$ cat src/design/cnlc_pkg.sv
// Package for the card number Luhn classifier.
// Holds widths, the controller state type and the Luhn digit term function.
// No dependencies; used by every module of the block.
package cnlc_pkg;

    // Field widths fixed by the interface.
    localparam int BIN_W      = 64;
    localparam int CLASS_W    = 2;
    localparam int COUNT_W    = 5;

    // Largest number of decimal digits that still gives a valid result.
    localparam int MAX_DIGITS = 19;

    // A 64-bit value has at most 20 decimal digits.
    localparam int DIGIT_SLOTS = 20;
    localparam int DIGIT_W     = 4;
    localparam int BCD_W       = DIGIT_SLOTS * DIGIT_W;
    localparam int IDX_W       = $clog2(DIGIT_SLOTS);

    // The binary-to-BCD converter shifts this many bits in per cycle.
    localparam int STEP_BITS   = 4;
    localparam int CONV_CYCLES = BIN_W / STEP_BITS;
    localparam int CONV_CNT_W  = $clog2(CONV_CYCLES);

    typedef logic [DIGIT_W-1:0] t_digit;
    typedef logic [COUNT_W-1:0] t_count;
    typedef logic [IDX_W-1:0]   t_idx;
    typedef logic [CLASS_W-1:0] t_class;

    // Result classes.
    localparam t_class CLASS_INVALID = 2'd0;
    localparam t_class CLASS_15_3X   = 2'd1;
    localparam t_class CLASS_16_5X   = 2'd2;
    localparam t_class CLASS_1316_4  = 2'd3;

    typedef enum logic [1:0] {
        ST_IDLE,
        ST_CONV,
        ST_SCAN,
        ST_FIN
    } t_state;

    // Luhn contribution of one digit: doubled digits above 9 fold back by 9,
    // which equals the sum of the two decimal digits of the product.
    function automatic t_digit luhn_term(input t_digit d, input logic dbl);
        logic [DIGIT_W:0] v_two;
        begin
            v_two = {d, 1'b0};
            if (!dbl) begin
                luhn_term = d;
            end else if (v_two > 5'd9) begin
                luhn_term = DIGIT_W'(v_two - 5'd9);
            end else begin
                luhn_term = v_two[DIGIT_W-1:0];
            end
        end
    endfunction

endpackage

$ cat src/design/cnlc_bcd_conv.sv
// Iterative binary-to-BCD converter (shift and add-3) for the classifier.
// Shifts STEP_BITS bits per cycle; depends on cnlc_pkg.
module cnlc_bcd_conv (
    input  logic                      i_clk,
    input  logic                      i_rst_n,
    input  logic                      i_start,
    input  logic [cnlc_pkg::BIN_W-1:0] i_bin,
    output logic                      o_done,
    output logic [cnlc_pkg::BCD_W-1:0] o_bcd
);

    logic                              r_busy;
    logic                              r_done;
    logic [cnlc_pkg::CONV_CNT_W-1:0]   r_cnt;
    logic [cnlc_pkg::BIN_W-1:0]        r_bin;
    logic [cnlc_pkg::BCD_W-1:0]        r_bcd;
    logic [cnlc_pkg::BIN_W-1:0]        n_bin;
    logic [cnlc_pkg::BCD_W-1:0]        n_bcd;
    logic                              w_last;

    assign w_last = (r_cnt == cnlc_pkg::CONV_CNT_W'(cnlc_pkg::CONV_CYCLES - 1));

    // Several shift-and-adjust passes per cycle; each pass adjusts all
    // digits independently before the one-bit shift.
    always_comb begin
        n_bcd = r_bcd;
        n_bin = r_bin;
        for (int s = 0; s < cnlc_pkg::STEP_BITS; s++) begin
            for (int k = 0; k < cnlc_pkg::DIGIT_SLOTS; k++) begin
                if (n_bcd[k*cnlc_pkg::DIGIT_W +: cnlc_pkg::DIGIT_W] >= 4'd5) begin
                    n_bcd[k*cnlc_pkg::DIGIT_W +: cnlc_pkg::DIGIT_W] =
                        n_bcd[k*cnlc_pkg::DIGIT_W +: cnlc_pkg::DIGIT_W] + 4'd3;
                end
            end
            n_bcd = {n_bcd[cnlc_pkg::BCD_W-2:0], n_bin[cnlc_pkg::BIN_W-1]};
            n_bin = {n_bin[cnlc_pkg::BIN_W-2:0], 1'b0};
        end
    end

    always_ff @(posedge i_clk) begin
        if (!i_rst_n) begin
            r_busy <= 1'b0;
            r_done <= 1'b0;
            r_cnt  <= '0;
        end else if (i_start) begin
            r_busy <= 1'b1;
            r_done <= 1'b0;
            r_cnt  <= '0;
        end else if (r_busy) begin
            r_cnt  <= r_cnt + 1'b1;
            r_done <= w_last;
            r_busy <= !w_last;
        end else begin
            r_done <= 1'b0;
        end
    end

    always_ff @(posedge i_clk) begin
        if (i_start) begin
            r_bin <= i_bin;
            r_bcd <= '0;
        end else if (r_busy) begin
            r_bin <= n_bin;
            r_bcd <= n_bcd;
        end
    end

    assign o_done = r_done;
    assign o_bcd  = r_bcd;

endmodule

$ cat src/design/card_number_luhn_classifier.sv
// Top level of the card number Luhn classifier.
// Instantiates cnlc_bcd_conv and scans its decimal digits; depends on cnlc_pkg.
//
//  Channel | Direction | Handshake                 | Beat contents
//  --------+-----------+---------------------------+------------------------------------
//  in      | input     | i_in_valid / o_in_stall   | i_card_number
//  out     | output    | o_out_valid / i_out_stall | o_card_class, o_check_ok, o_digit_count
//
// One beat is worked on at a time. The 64-bit number is converted to 20 BCD
// digits (four bits per cycle in the shift-and-add-3 converter), then one
// digit per cycle goes through the shared Luhn adder, and the final state forms
// the class and loads the result register. The next beat can be accepted once
// the controller has returned to idle after that load.
// The result sits in an output register, so a stalled output does not hold up
// the next input beat unless a second result is ready before the first leaves.
// Reset is synchronous and active low; it returns the controller to idle and
// empties the output register.
module card_number_luhn_classifier (
    input  logic                          i_clk,
    input  logic                          i_rst_n,
    input  logic                          i_in_valid,
    output logic                          o_in_stall,
    input  logic [cnlc_pkg::BIN_W-1:0]    i_card_number,
    output logic                          o_out_valid,
    input  logic                          i_out_stall,
    output logic [cnlc_pkg::CLASS_W-1:0]  o_card_class,
    output logic                          o_check_ok,
    output logic [cnlc_pkg::COUNT_W-1:0]  o_digit_count
);

    cnlc_pkg::t_state r_state;
    cnlc_pkg::t_state n_state;

    logic                          w_in_acc;
    logic                          w_conv_done;
    logic [cnlc_pkg::BCD_W-1:0]    w_bcd;

    // Digit scan registers.
    logic [cnlc_pkg::BCD_W-1:0]    r_digits;
    cnlc_pkg::t_idx                r_idx;
    cnlc_pkg::t_digit              r_sum;
    cnlc_pkg::t_count              r_count;
    cnlc_pkg::t_digit              r_top;
    cnlc_pkg::t_digit              r_next;
    cnlc_pkg::t_digit              r_prev;

    // Output register.
    logic                          r_out_valid;
    cnlc_pkg::t_class              r_class;
    logic                          r_ok;
    cnlc_pkg::t_count              r_out_count;

    // Controller strobes.
    logic                          w_scan_load;
    logic                          w_scan_step;
    logic                          w_out_load;
    logic                          w_out_free;

    // Datapath values.
    cnlc_pkg::t_digit              w_digit;
    cnlc_pkg::t_digit              w_term;
    logic [cnlc_pkg::DIGIT_W:0]    w_sum_raw;
    cnlc_pkg::t_digit              n_sum;
    logic                          w_scan_last;
    logic                          w_overflow;
    logic                          w_pass;
    cnlc_pkg::t_class              n_class;

    assign o_in_stall = (r_state != cnlc_pkg::ST_IDLE);
    assign w_in_acc   = i_in_valid && !o_in_stall;
    assign w_out_free = !r_out_valid || !i_out_stall;

    cnlc_bcd_conv u_conv (
        .i_clk   (i_clk),
        .i_rst_n (i_rst_n),
        .i_start (w_in_acc),
        .i_bin   (i_card_number),
        .o_done  (w_conv_done),
        .o_bcd   (w_bcd)
    );

    assign w_scan_last = (r_idx == cnlc_pkg::IDX_W'(cnlc_pkg::DIGIT_SLOTS - 1));

    // Next-state logic.
    always_comb begin
        n_state = r_state;
        case (r_state)
            cnlc_pkg::ST_IDLE: begin
                if (w_in_acc) begin
                    n_state = cnlc_pkg::ST_CONV;
                end
            end
            cnlc_pkg::ST_CONV: begin
                if (w_conv_done) begin
                    n_state = cnlc_pkg::ST_SCAN;
                end
            end
            cnlc_pkg::ST_SCAN: begin
                if (w_scan_last) begin
                    n_state = cnlc_pkg::ST_FIN;
                end
            end
            cnlc_pkg::ST_FIN: begin
                if (w_out_free) begin
                    n_state = cnlc_pkg::ST_IDLE;
                end
            end
            default: begin
                n_state = cnlc_pkg::ST_IDLE;
            end
        endcase
    end

    // Controller outputs.
    always_comb begin
        w_scan_load = 1'b0;
        w_scan_step = 1'b0;
        w_out_load  = 1'b0;
        case (r_state)
            cnlc_pkg::ST_CONV: begin
                w_scan_load = w_conv_done;
            end
            cnlc_pkg::ST_SCAN: begin
                w_scan_step = 1'b1;
            end
            cnlc_pkg::ST_FIN: begin
                w_out_load = w_out_free;
            end
            default: begin
                w_scan_load = 1'b0;
            end
        endcase
    end

    always_ff @(posedge i_clk) begin
        if (!i_rst_n) begin
            r_state <= cnlc_pkg::ST_IDLE;
        end else begin
            r_state <= n_state;
        end
    end

    // The shared Luhn unit: one digit per cycle from the least significant
    // end, with the running sum kept modulo ten by one compare and subtract.
    // Zeros above the leading digit add nothing, so the whole BCD word can be
    // scanned without knowing the length first.
    assign w_digit   = r_digits[cnlc_pkg::DIGIT_W-1:0];
    assign w_term    = cnlc_pkg::luhn_term(w_digit, r_idx[0]);
    assign w_sum_raw = {1'b0, r_sum} + {1'b0, w_term};
    assign n_sum     = (w_sum_raw >= 5'd10) ? cnlc_pkg::DIGIT_W'(w_sum_raw - 5'd10)
                                            : w_sum_raw[cnlc_pkg::DIGIT_W-1:0];

    always_ff @(posedge i_clk) begin
        if (w_scan_load) begin
            r_digits <= w_bcd;
            r_idx    <= '0;
            r_sum    <= '0;
            r_count  <= '0;
            r_top    <= '0;
            r_next   <= '0;
            r_prev   <= '0;
        end else if (w_scan_step) begin
            r_digits <= {cnlc_pkg::DIGIT_W'(0), r_digits[cnlc_pkg::BCD_W-1:cnlc_pkg::DIGIT_W]};
            r_idx    <= r_idx + 1'b1;
            r_sum    <= n_sum;
            r_prev   <= w_digit;
            // The most recent nonzero digit is the leading one so far, and
            // the digit just below it is the second leading digit.
            if (w_digit != '0) begin
                r_count <= cnlc_pkg::t_count'(r_idx) + 1'b1;
                r_top   <= w_digit;
                r_next  <= r_prev;
            end
        end
    end

    // Classification from the length and the two leading digits. A number
    // longer than the supported length reports the overflow length and fails.
    assign w_overflow = (r_count > cnlc_pkg::t_count'(cnlc_pkg::MAX_DIGITS));
    assign w_pass     = (r_sum == '0) && !w_overflow;

    always_comb begin
        n_class = cnlc_pkg::CLASS_INVALID;
        if (w_pass) begin
            if ((r_count == 5'd15) && (r_top == 4'd3) && (r_next inside {4'd4, 4'd7})) begin
                n_class = cnlc_pkg::CLASS_15_3X;
            end else if ((r_count == 5'd16) && (r_top == 4'd5) &&
                         (r_next inside {[4'd1:4'd5]})) begin
                n_class = cnlc_pkg::CLASS_16_5X;
            end else if ((r_count inside {5'd13, 5'd16}) && (r_top == 4'd4)) begin
                n_class = cnlc_pkg::CLASS_1316_4;
            end
        end
    end

    always_ff @(posedge i_clk) begin
        if (!i_rst_n) begin
            r_out_valid <= 1'b0;
        end else if (w_out_load) begin
            r_out_valid <= 1'b1;
        end else if (!i_out_stall) begin
            r_out_valid <= 1'b0;
        end
    end

    always_ff @(posedge i_clk) begin
        if (w_out_load) begin
            r_class     <= n_class;
            r_ok        <= w_pass;
            r_out_count <= w_overflow ? cnlc_pkg::t_count'(cnlc_pkg::MAX_DIGITS + 1) : r_count;
        end
    end

    assign o_out_valid   = r_out_valid;
    assign o_card_class  = r_class;
    assign o_check_ok    = r_ok;
    assign o_digit_count = r_out_count;

    // The converter finishes only while the controller waits for it.
    a_done_in_conv: assert property (@(posedge i_clk) disable iff (!i_rst_n)
        w_conv_done |-> (r_state == cnlc_pkg::ST_CONV))
        else $error("converter finished outside the conversion state");

    // The running Luhn sum stays reduced modulo ten.
    a_sum_reduced: assert property (@(posedge i_clk) disable iff (!i_rst_n)
        (r_state == cnlc_pkg::ST_SCAN) |-> (r_sum <= 4'd9))
        else $error("Luhn running sum left the range 0 to 9");

    // A classified card always passed the check.
    a_class_needs_ok: assert property (@(posedge i_clk) disable iff (!i_rst_n)
        (o_out_valid && (o_card_class != cnlc_pkg::CLASS_INVALID)) |-> o_check_ok)
        else $error("card class given without a passing check");

    // An accepted beat always starts a conversion.
    a_accept_starts: assert property (@(posedge i_clk) disable iff (!i_rst_n)
        w_in_acc |=> (r_state == cnlc_pkg::ST_CONV))
        else $error("accepted beat did not start a conversion");

endmodule

$ cat config.mk
export PLATFORM = sky130hd
export DESIGN_NAME = card_number_luhn_classifier
export DESIGN_NICKNAME = d
export VERILOG_FILES = /design/src/design/cnlc_pkg.sv /design/src/design/cnlc_bcd_conv.sv /design/src/design/card_number_luhn_classifier.sv
export SDC_FILE = /design/constraint.sdc
export NUM_CORES = 1
export LEC_CHECK = 0
export BUFFER_PORTS_ARGS = -buffer_cell sky130_fd_sc_hd__buf_2
export CAP_MARGIN = 40
export CORE_MARGIN = 3
export CORE_UTILIZATION = 60
export DETAILED_ROUTE_END_ITERATION = 7
export HOLD_SLACK_MARGIN = 0.12
export PLACE_DENSITY = 0.76
export SYNTH_ARGS = -nofsm -noshare
export SYNTH_HDL_FRONTEND = slang
export SYNTH_HIERARCHICAL = 1
export SYNTH_SLANG_ARGS = --single-unit
$ cat constraint.sdc
create_clock -name i_clk -period 5.58 [get_ports i_clk]
set_input_delay 1.116 -clock i_clk [delete_from_list [all_inputs] [get_ports i_clk]]
set_output_delay 1.116 -clock i_clk [all_outputs]
set_load 0.01 [all_outputs]
# == Word level (Yosys, flattened, before mapping) ==
# Index checks and enable logic that the tools add are counted.
# op_classes
n_addsub,85
n_lt_le_gt_ge,85
n_eq_ne,18
mux,102
bitwise_logic,3
n_reduce_logical,27
# ops
cell,count
$ge A4 B3 Y1 const B,80
$mux W4,79
$add A4 B2 Y4 const B,76
$mux W80,2
$mux W64,2
$eq A4 B3 Y1 const B,4
$add A3 B2 Y3 const B,4
$mux W2,6
$mux W3,4
$eq A5 B4 Y1 const B,2
$eq A5 B5 Y1 const B,2
$reduce_bool A2 Y1,5
$logic_and A1 B1 Y1,8
$mux W1,8
$pmux W2 S4,1
$sub A4 B4 Y4 const B,2
$ne A2 B1 Y1 const B,3
$add A4 B4 Y5,1
$add A5 B1 Y5 const B,1
$ge A5 B4 Y1 const B,1
$gt A5 B4 Y1 const B,1
$gt A5 B5 Y1 const B,1
$logic_not A1 Y1,5
$add A4 B1 Y4 const B,1
other kinds (16),21
# word_totals
register_bits,267
input_bits,68
out_inout_bits,10
word_cells,338

# == Longest topological paths before layout ==
# Gate-level depths: netlist of the first run.
# logic_depth
depth_word,8
ltp_mapped,21
depth_no_buf,19

# == Cells and area by module ==
# The synthesis of the first run kept the hierarchy.
# modules_own_cells
mod,instances,cells_per_inst,area_each_um2,seq_area_each_um2
cnlc_bcd_conv,1,1936,15309.7,3643.5
card_number_luhn_classifier,1,547,5320.1,3223.1

# == Worst setup path after synthesis of the first run ==
# OpenSTA, ideal clock, no wires.
# synth_path
kind,input -> register
from,input port i_in_valid
to,"register u_conv.r_bcd, in the netlist u_conv/o_bcd[24]"
setup_time_ns,0.246
t_arrival_ns,3.865
required_time_ns,5.334
slack_ns,1.469
cell_stages,6
path_buffers,2
path_cell_list,and2_1 -> clkbuf_1 -> nor2_1 -> inv_1 -> clkbuf_1 -> o32ai_1
# synth_via
elab_chain_len,1
# synth_lines
element,line,text
from (decl),card_number_luhn_classifier.sv:21,"input logic i_in_valid,"
$logic_and A1 B1 Y1,card_number_luhn_classifier.sv:70,assign w_in_acc = i_in_valid && !o_in_stall;
to (signal assigned),cnlc_bcd_conv.sv:64,r_bcd <= n_bcd;
to (decl),cnlc_bcd_conv.sv:16,logic [cnlc_pkg::BCD_W-1:0] r_bcd;
# Every way passes these cells.
# A chain may end at the register's enable or synchronous reset.

# == Worst setup path after layout of the first run ==
# layout_path
from,"register u_conv.r_bcd, in the netlist u_conv/o_bcd[41]"
to,"register u_conv.r_bcd, in the netlist u_conv/o_bcd[46]"
# layout_via
elab_chain_len,8
elab_cells_between_ends,18
cone_classes,add/sub (6); order compare (6); mux (6)
# layout_lines
element,line,text
$add A4 B2 Y4 or $ge A4 B3 Y1 (tied branches),"cnlc_bcd_conv.sv:32, cnlc_bcd_conv.sv:30",
$mux W4 (*),cnlc_bcd_conv.sv:30,if (n_bcd[k*cnlc_pkg::DIGIT_W +: cnlc_pkg::DIGIT_W] >= 4'd5) begin
$add A4 B2 Y4 or $ge A4 B3 Y1 (tied branches),"cnlc_bcd_conv.sv:32, cnlc_bcd_conv.sv:30",
$mux W4,cnlc_bcd_conv.sv:30,
$add A4 B2 Y4 or $ge A4 B3 Y1 (tied branches),"cnlc_bcd_conv.sv:32, cnlc_bcd_conv.sv:30",
$mux W4,cnlc_bcd_conv.sv:30,
$add A4 B2 Y4 or $ge A4 B3 Y1 (tied branches),"cnlc_bcd_conv.sv:32, cnlc_bcd_conv.sv:30",
$mux W4 (*),cnlc_bcd_conv.sv:30,
# Every way passes the cells marked *; elsewhere a longest branch is shown, timed or not.

==> summary.txt, run 1 <==
Run status
  • Run status: finished, final reports clean

Critical path
  • Crit end category: register
  • CP Launch Point: u_conv/o_bcd[41]$_SDFFE_PP0P_
  • Reg2reg start: u_conv/o_bcd[41]$_SDFFE_PP0P_
  • Startpoint Class: register
  • Critical path arrival: roughly 5.0 ns
  • Crit path max-delay family: simple AND/OR/NAND/NOR gates
  • Type of the worst setup path: register to register
  • Slowest stage cell, crit path: mux2i_1
  • Crit Path Max Fanout: 11
  • WP buf/inv: 2
  • CP Cell Sequence: inv_1 > ha_1 > nand2b_1 > a21oi_1 > mux2i_1 > o21ai_1 > xnor2_1 > inv_1 > ha_1 > a2111oi_0 > nor3_1 > nor3_1 > nand2_1 > or3_1 > nand4_1
  • R2r setup slk: approximately 1.1 ns
  • Critical Path Max Stage Delay: about 0.73 ns
  • WP data required: 6.07 ns

Die
  • Boundary Pins: 78
  • FP Rows: 67
  • Starting Density: between 60% and 70%
  • Die Area: 36600 µm²
  • Die width: ~190 µm
  • Die H: around 190 µm
  • Core footprint: 33700 µm²

Synthesis
  • Syn Inst Count: ~2500
  • Synth warnings: 6
  • Most area-hungry cell type in the Yosys netlist: edfxtp_1
  • Asr flop ratio synth: 0%
  • Synth top cells by count: 470 x nand2_1, 152 x edfxtp_1, 145 x nor2_1
  • Post-Synthesis Net Count: ~2600
  • Top post-synthesis cells by area: edfxtp_1 22%, dfxtp_1 11%, nand2_1 8.6%
  • Synthesized area: between 20000 and 25000 µm²
  • Top FF cell, synth: edfxtp_1
  • Yosys reg bits: about 270
  • Count leader, synth: nand2_1
  • Sequential area share after synthesis: between 30% and 40%
  • Synth top area share: 22.1%
  • Synthesized area per cell: ~8.3 µm²
  • Number of flops mapped to enable cells by yosys: roughly 150
  • Synth cell types: 121

Detailed routing
  • Vias/cell: between 6 and 7
  • Routed WL: just under 50000 µm
  • First DRT Iteration DRCs: approximately 1500
  • TritonRoute pass-1 iters: 5
  • DRT antenna net count: 0
  • Vias: between 15000 and 20000
  • Wire length per cell: between 15 and 20 µm
  • DRC viols: 0

GRT
  • All-Layer GR Usage: about a quarter
  • Largest net degree at the start of global routing: 81
  • Number of global-route vias before repair: approximately 17000
  • Remaining global-route overflow: 0
  • Initial antenna violation count: 0
  • First-pass GRT wire length: around 83000 µm

Timing
  • Rel. slew slack: 37.1%
  • Endpoints failing hold: 0
  • Setup Skew: between 0.01 and 0.015 ns
  • RSZ-0062 raised after global routing: false
  • Setup TNS: 0 ns
  • Fmax: 221 MHz
  • Final setup fails: 0
  • Pin slew with the least headroom to its limit: between 0.9 and 1 ns
  • Fin crit share: 81.0%
  • Tmin final: about 4.5 ns
  • Pins Over Slew Limit: 0

Hold path
  • Min-delay src: r_prev[0]$_SDFFE_PP0P_
  • Hold Crit Class: register to register

Pwr
  • Power Dens Cells: slightly above 600 nW/µm²
  • Static Leak: 8.59 nW
  • Worst vdd ir: 339 µV

Clocking
  • CTS resizes: 0
  • Hold_buf cts: 0
  • Clk slew on worst S/H paths: approximately 0.060 ns
  • H-tree Lvls: 1
  • Clk_lat worst skew: approximately 0.55 ns
  • CTS Buffer Depth: 3
  • CTS tree: done
  • Clk sinks: about 270
  • CTS root buf: clkbuf_16
  • Setup bufs post-CTS: 0
  • Total CTS buffers: 30

Final layout
  • Diode count: 0
  • Final cell count without fillers: 2951
  • # nets final: about 2600
  • Share of layout cells above drive strength 1: between 10 and 15%
  • Util after Layout: around two thirds
  • Area delta synth->final: 8.01%

Placement
  • Final HPWL DP: approximately 34000 µm
  • Placed cell count: just under 3000
  • IO buf count: between 70 and 80
  • Placer Congestion: 0.931

Job
  • MaxCap Viol Count: 0
## flip-flops by register name, indices dropped and copies added, names as in the netlist
signal         flops
r_top              4
u_conv/r_busy      1
o_card_class       2
u_conv/o_bcd      80
r_prev             4
r_state            2
r_sum              4
r_digits          80
o_out_valid        1
u_conv/r_cnt       4
u_conv/o_done      1
r_idx              5
r_next             4
o_digit_count      5
o_check_ok         1
u_conv/r_bin      64
r_count            5
## cells by family after synthesis
family | Yosys count | synth area share [%]
muxes | 141 | 7.38
AOI/OAI and AO/OA | 733 | 25.6
and+or+nand+nor | 995 | 22.3
DFF | 267 | 33.3
adders and majority gates | 92 | 5.42
buffers and inverters | 211 | 4.09
xor gates and xnor gates | 44 | 1.90
## metal layers
metal  global-route usage [%]  share of wire, %
met5                        0                 0
met4                     6.38               2.1
met3                     2.81               5.1
met2                     45.1                48
met1                     35.9                45
## tightest hold or removal path, delay by kind of cell (launching register included)
| family | cells | cell delay (ns) |
|---|---|---|
| compound gates | 1 | 0.05 |
| simple gates | 1 | 0.05 |
| flops | 1 | 0.31 |
## path summary, 6_finish.rpt
check / cells past startpoint / to
max: 15 / u_conv/o_bcd[46]$_SDFFE_PP0P_
min: 2 / r_next[0]$_SDFFE_PP0P_
max reg2reg: 15 / u_conv/o_bcd[46]$_SDFFE_PP0P_
min reg2reg: 2 / r_next[0]$_SDFFE_PP0P_
## power by group
group	internal, mW	switching (mW)	total, mW
sequential	2.91	0.535	3.44
combinational	3.35	4.99	8.34
clock	1.23	0.800	2.03
## cell type report
cell class              instances  area, µm²
multi-input cells            2005      13000
fillers                      2750      11400
clock buffers                  37        787
clock inverters                19        234
inverters                      82        314
repair buffers                 93        568
well taps                     448        561
flip-flops and latches        267       6870
## cell usage in the layout (no fill, tap or decap), types with 30 or more instances in the layout
cell type  count
buf_2         78
o21ai_0      112
a21oi_1      125
nor2_1       143
nand2_1      469
o211ai_1      39
xnor2_1       31
edfxtp_1     152
nor3_1        81
clkbuf_16     30
dfxtp_1      115
mux2i_1       56
a31oi_1       44
inv_1         77
nand2b_1      43
mux2_2        83
nand3_1       67
ha_1          75
## through the flow
step	instance area (µm²)	setup WS (ns)	total power, mW	hold WS, ns
3_5_place_dp	21300	1.14	11.6	0.447
2_1_floorplan	20600	1.47	10.0	0.431
3_3_place_gp	21200	1.40	11.3	0.436
4_1_cts	22300	1.14	13.7	0.456
5_1_grt	22300	0.503	15.0	0.482
6_report	22300	1.06	13.8	0.461
Power figures use the tool's default switching activity.
==> inputs of run 2 (changes only) <==
- ABC_AREA: not set -> 1
- clock period: 5.58 -> 4.5 ns (I/O delays scaled with it)
==> run 2 against run 1 <==
Effect of this change: synthesized cell count up 7.5%; clock skew down 0.0034 ns; final cell count up 6.7%; via count down 12%; sequential share of layout area up 3.3 points.
==> summary.txt, run 2 <==
Run status
  • Run status: finished, final reports clean

Clocking
  • Total CTS buffers: 28
  • CTS tree: done
  • Clk slew on worst S/H paths: 0.06 ns
  • CTS Buffer Depth: 3
  • Clk sinks: roughly 270
  • H-tree Lvls: 1
  • Hold_buf cts: 0
  • Clk_lat worst skew: ~0.54 ns
  • Setup bufs post-CTS: 0
  • CTS root buf: clkbuf_16
  • CTS resizes: 0

Die
  • Boundary Pins: just under 80
  • Die width: 182 µm
  • FP Rows: 63
  • Core footprint: ~30000 µm²
  • Die H: approximately 180 µm
  • Die Area: roughly 33000 µm²
  • Starting Density: ~62%

Critical path
  • Most used cell, CP: nand2_1
  • WP data required: just under 5 ns
  • Type of the worst setup path: register to register
  • Crit path max-delay family: simple AND/OR/NAND/NOR gates
  • Slowest stage cell, crit path: dfxtp_1
  • Critical path arrival: 3.78 ns
  • WP buf/inv: 3
  • R2r setup slk: around 1.2 ns
  • Critical Path Max Stage Delay: approximately 0.35 ns
  • Crit Path Max Fanout: 4
  • Startpoint Class: register
  • Crit end category: register

Timing
  • Endpoints failing hold: 0
  • Setup Skew: a little over 0.007 ns
  • Pins Over Slew Limit: 0
  • Rel. slew slack: about 43%
  • Pin slew with the least headroom to its limit: 0.850 ns
  • Fin crit share: around 74%
  • Setup TNS: 0 ns
  • Final setup fails: 0
  • Tmin final: 3.35 ns
  • RSZ-0062 raised after global routing: false
  • Fmax: between 200 and 300 MHz

Synthesis
  • Top post-synthesis cells by area: edfxtp_1 25%, nand2_1 21%, dfxtp_1 12%
  • Number of flops mapped to enable cells by yosys: ~150
  • Synth top area share: between 20% and 30%
  • Syn Inst Count: 2670
  • Post-Synthesis Net Count: 2814
  • Synthesized area per cell: 6.93 µm²
  • Asr flop ratio synth: 0%
  • Synth top cells by count: 1050 x nand2_1, 357 x inv_1, 251 x nand3_1
  • Synth warnings: 6
  • Count leader, synth: nand2_1
  • Synthesized area: about 19000 µm²
  • Sequential area share after synthesis: 37.1%
  • Yosys reg bits: between 200 and 300
  • Top FF cell, synth: edfxtp_1
  • Most area-hungry cell type in the Yosys netlist: edfxtp_1
  • Synth cell types: 48

Detailed routing
  • Vias/cell: 5.32
  • First DRT Iteration DRCs: about 1100
  • Wire length per cell: between 10 and 15 µm
  • TritonRoute pass-1 iters: 5
  • DRC viols: 0
  • Routed WL: around 40000 µm
  • DRT antenna net count: 0
  • Vias: 16738

Final layout
  • Fillers: 2556
  • Register area: ~6900 µm²
  • Commonest non-fill, non-tap cell in the layout: nand2_1
  • Area delta synth->final: 8.85%
  • Diode count: 0
  • Share of layout cells above drive strength 1: between 10% and 20%
  • Multi-input gate area: 9920 µm²
  • # nets final: 2880
  • Most frequent cells in the layout: 1050 x nand2_1, 354 x inv_1, 251 x nand3_1

GRT
  • Met1 Track Usage GR: 31.2%
  • Initial antenna violation count: 0
  • GR peak layer: met2
  • First-pass GRT wire length: between 60000 and 70000 µm
  • Largest net degree at the start of global routing: 80
  • Remaining global-route overflow: 0
  • All-Layer GR Usage: a little under a quarter
  • Number of global-route vias before repair: approximately 16000
  • Met3 Use GR: under 10%
  • Met2 Track Usage GR: roughly 42%

Hold path
  • Hold Crit Class: register to register

Placement
  • Final HPWL DP: ~29000 µm
  • IO buf count: 77
  • Placer Congestion: 0.851

Job
  • MaxCap Viol Count: 0
## run 2: area by class of cell
cell class / count / area share (%)
Multi-Input combinational cell: 1956 / 49.2
Sequential cell: 267 / 34.1
Inverter: 392 / 7.34
Clock buffer: 38 / 3.82
Timing Repair Buffer: 91 / 2.60
Tap cell: 390 / 2.42
Clock inverter: 14 / 0.509
## run 2: stage by stage
step / setup WS, ns / cells / util, % / cell area (µm²) / hold WS (ns)
global placement: 1.30 / 3094 / 64.0 / 19200 / 0.446
CTS: 1.16 / 3148 / 67.1 / 20200 / 0.461
detailed placement: 1.18 / 3096 / 64.2 / 19300 / 0.445
finish: 1.15 / 3148 / 67.1 / 20200 / 0.459
floorplan: 0.844 / 2670 / - / 18500 / 0.422
global route: 0.794 / 3148 / 67.1 / 20200 / 0.492
## run 2: routing by layer
layer / up-vias / wire length (µm) / share of wire, %
li1: 8690 / - / -
met1: 7627 / 18000 / 44
met2: 353 / 19700 / 49
met3: 68 / 1970 / 4.9
met4: 0 / 867 / 2.1
met5: - / 0 / 0
## run 2: path summary, 6_finish.rpt
path	start	end	depth (start not counted)
max reg2reg	u_conv/o_bcd[76]$_SDFFE_PP0P_	u_conv/o_bcd[77]$_SDFFE_PP0P_	26
min reg2reg	r_prev[2]$_SDFFE_PP0P_	r_next[2]$_SDFFE_PP0P_	2
min	r_prev[2]$_SDFFE_PP0P_	r_next[2]$_SDFFE_PP0P_	2
max	u_conv/o_bcd[76]$_SDFFE_PP0P_	u_conv/o_bcd[77]$_SDFFE_PP0P_	26
## run 2: worst register-to-register path: stages, from the launching register on
cell and delay, ns:
dfxtp_1 0.35, inv_1 0.09, ha_1 0.21, inv_1 0.05
nand2_1 0.06, nand3_2 0.09, xor2_1 0.29, ha_1 0.20
nand3b_1 0.10, nand2_1 0.06, nand2_1 0.10, nand2_1 0.07
and2_2 0.20, ha_1 0.18, inv_1 0.05, nand4_1 0.08
nand2_1 0.11, nand2_1 0.07, nand2_1 0.07, nand2_1 0.09
ha_1 0.24, nand2_1 0.07, nand3_1 0.11, nand2_1 0.10
nand2_1 0.06, nand3_1 0.06, nand2_1 0.05
## run 2: logic make-up (layout without fill, tap and decap cells)
family	count (synthesis)	after routing	synth area share (%)
adders and majority gates	76	76	5.18
and+or+nand+nor	1595	1595	38.9
AOI/OAI and AO/OA	265	265	8.53
buffers and inverters	447	535	9.35
DFF	267	267	37.1
xor gates and xnor gates	20	20	0.987
Power of run 2 is not shown: default switching activity piles up to over one toggle a cycle in this logic, so the estimate is an artifact.
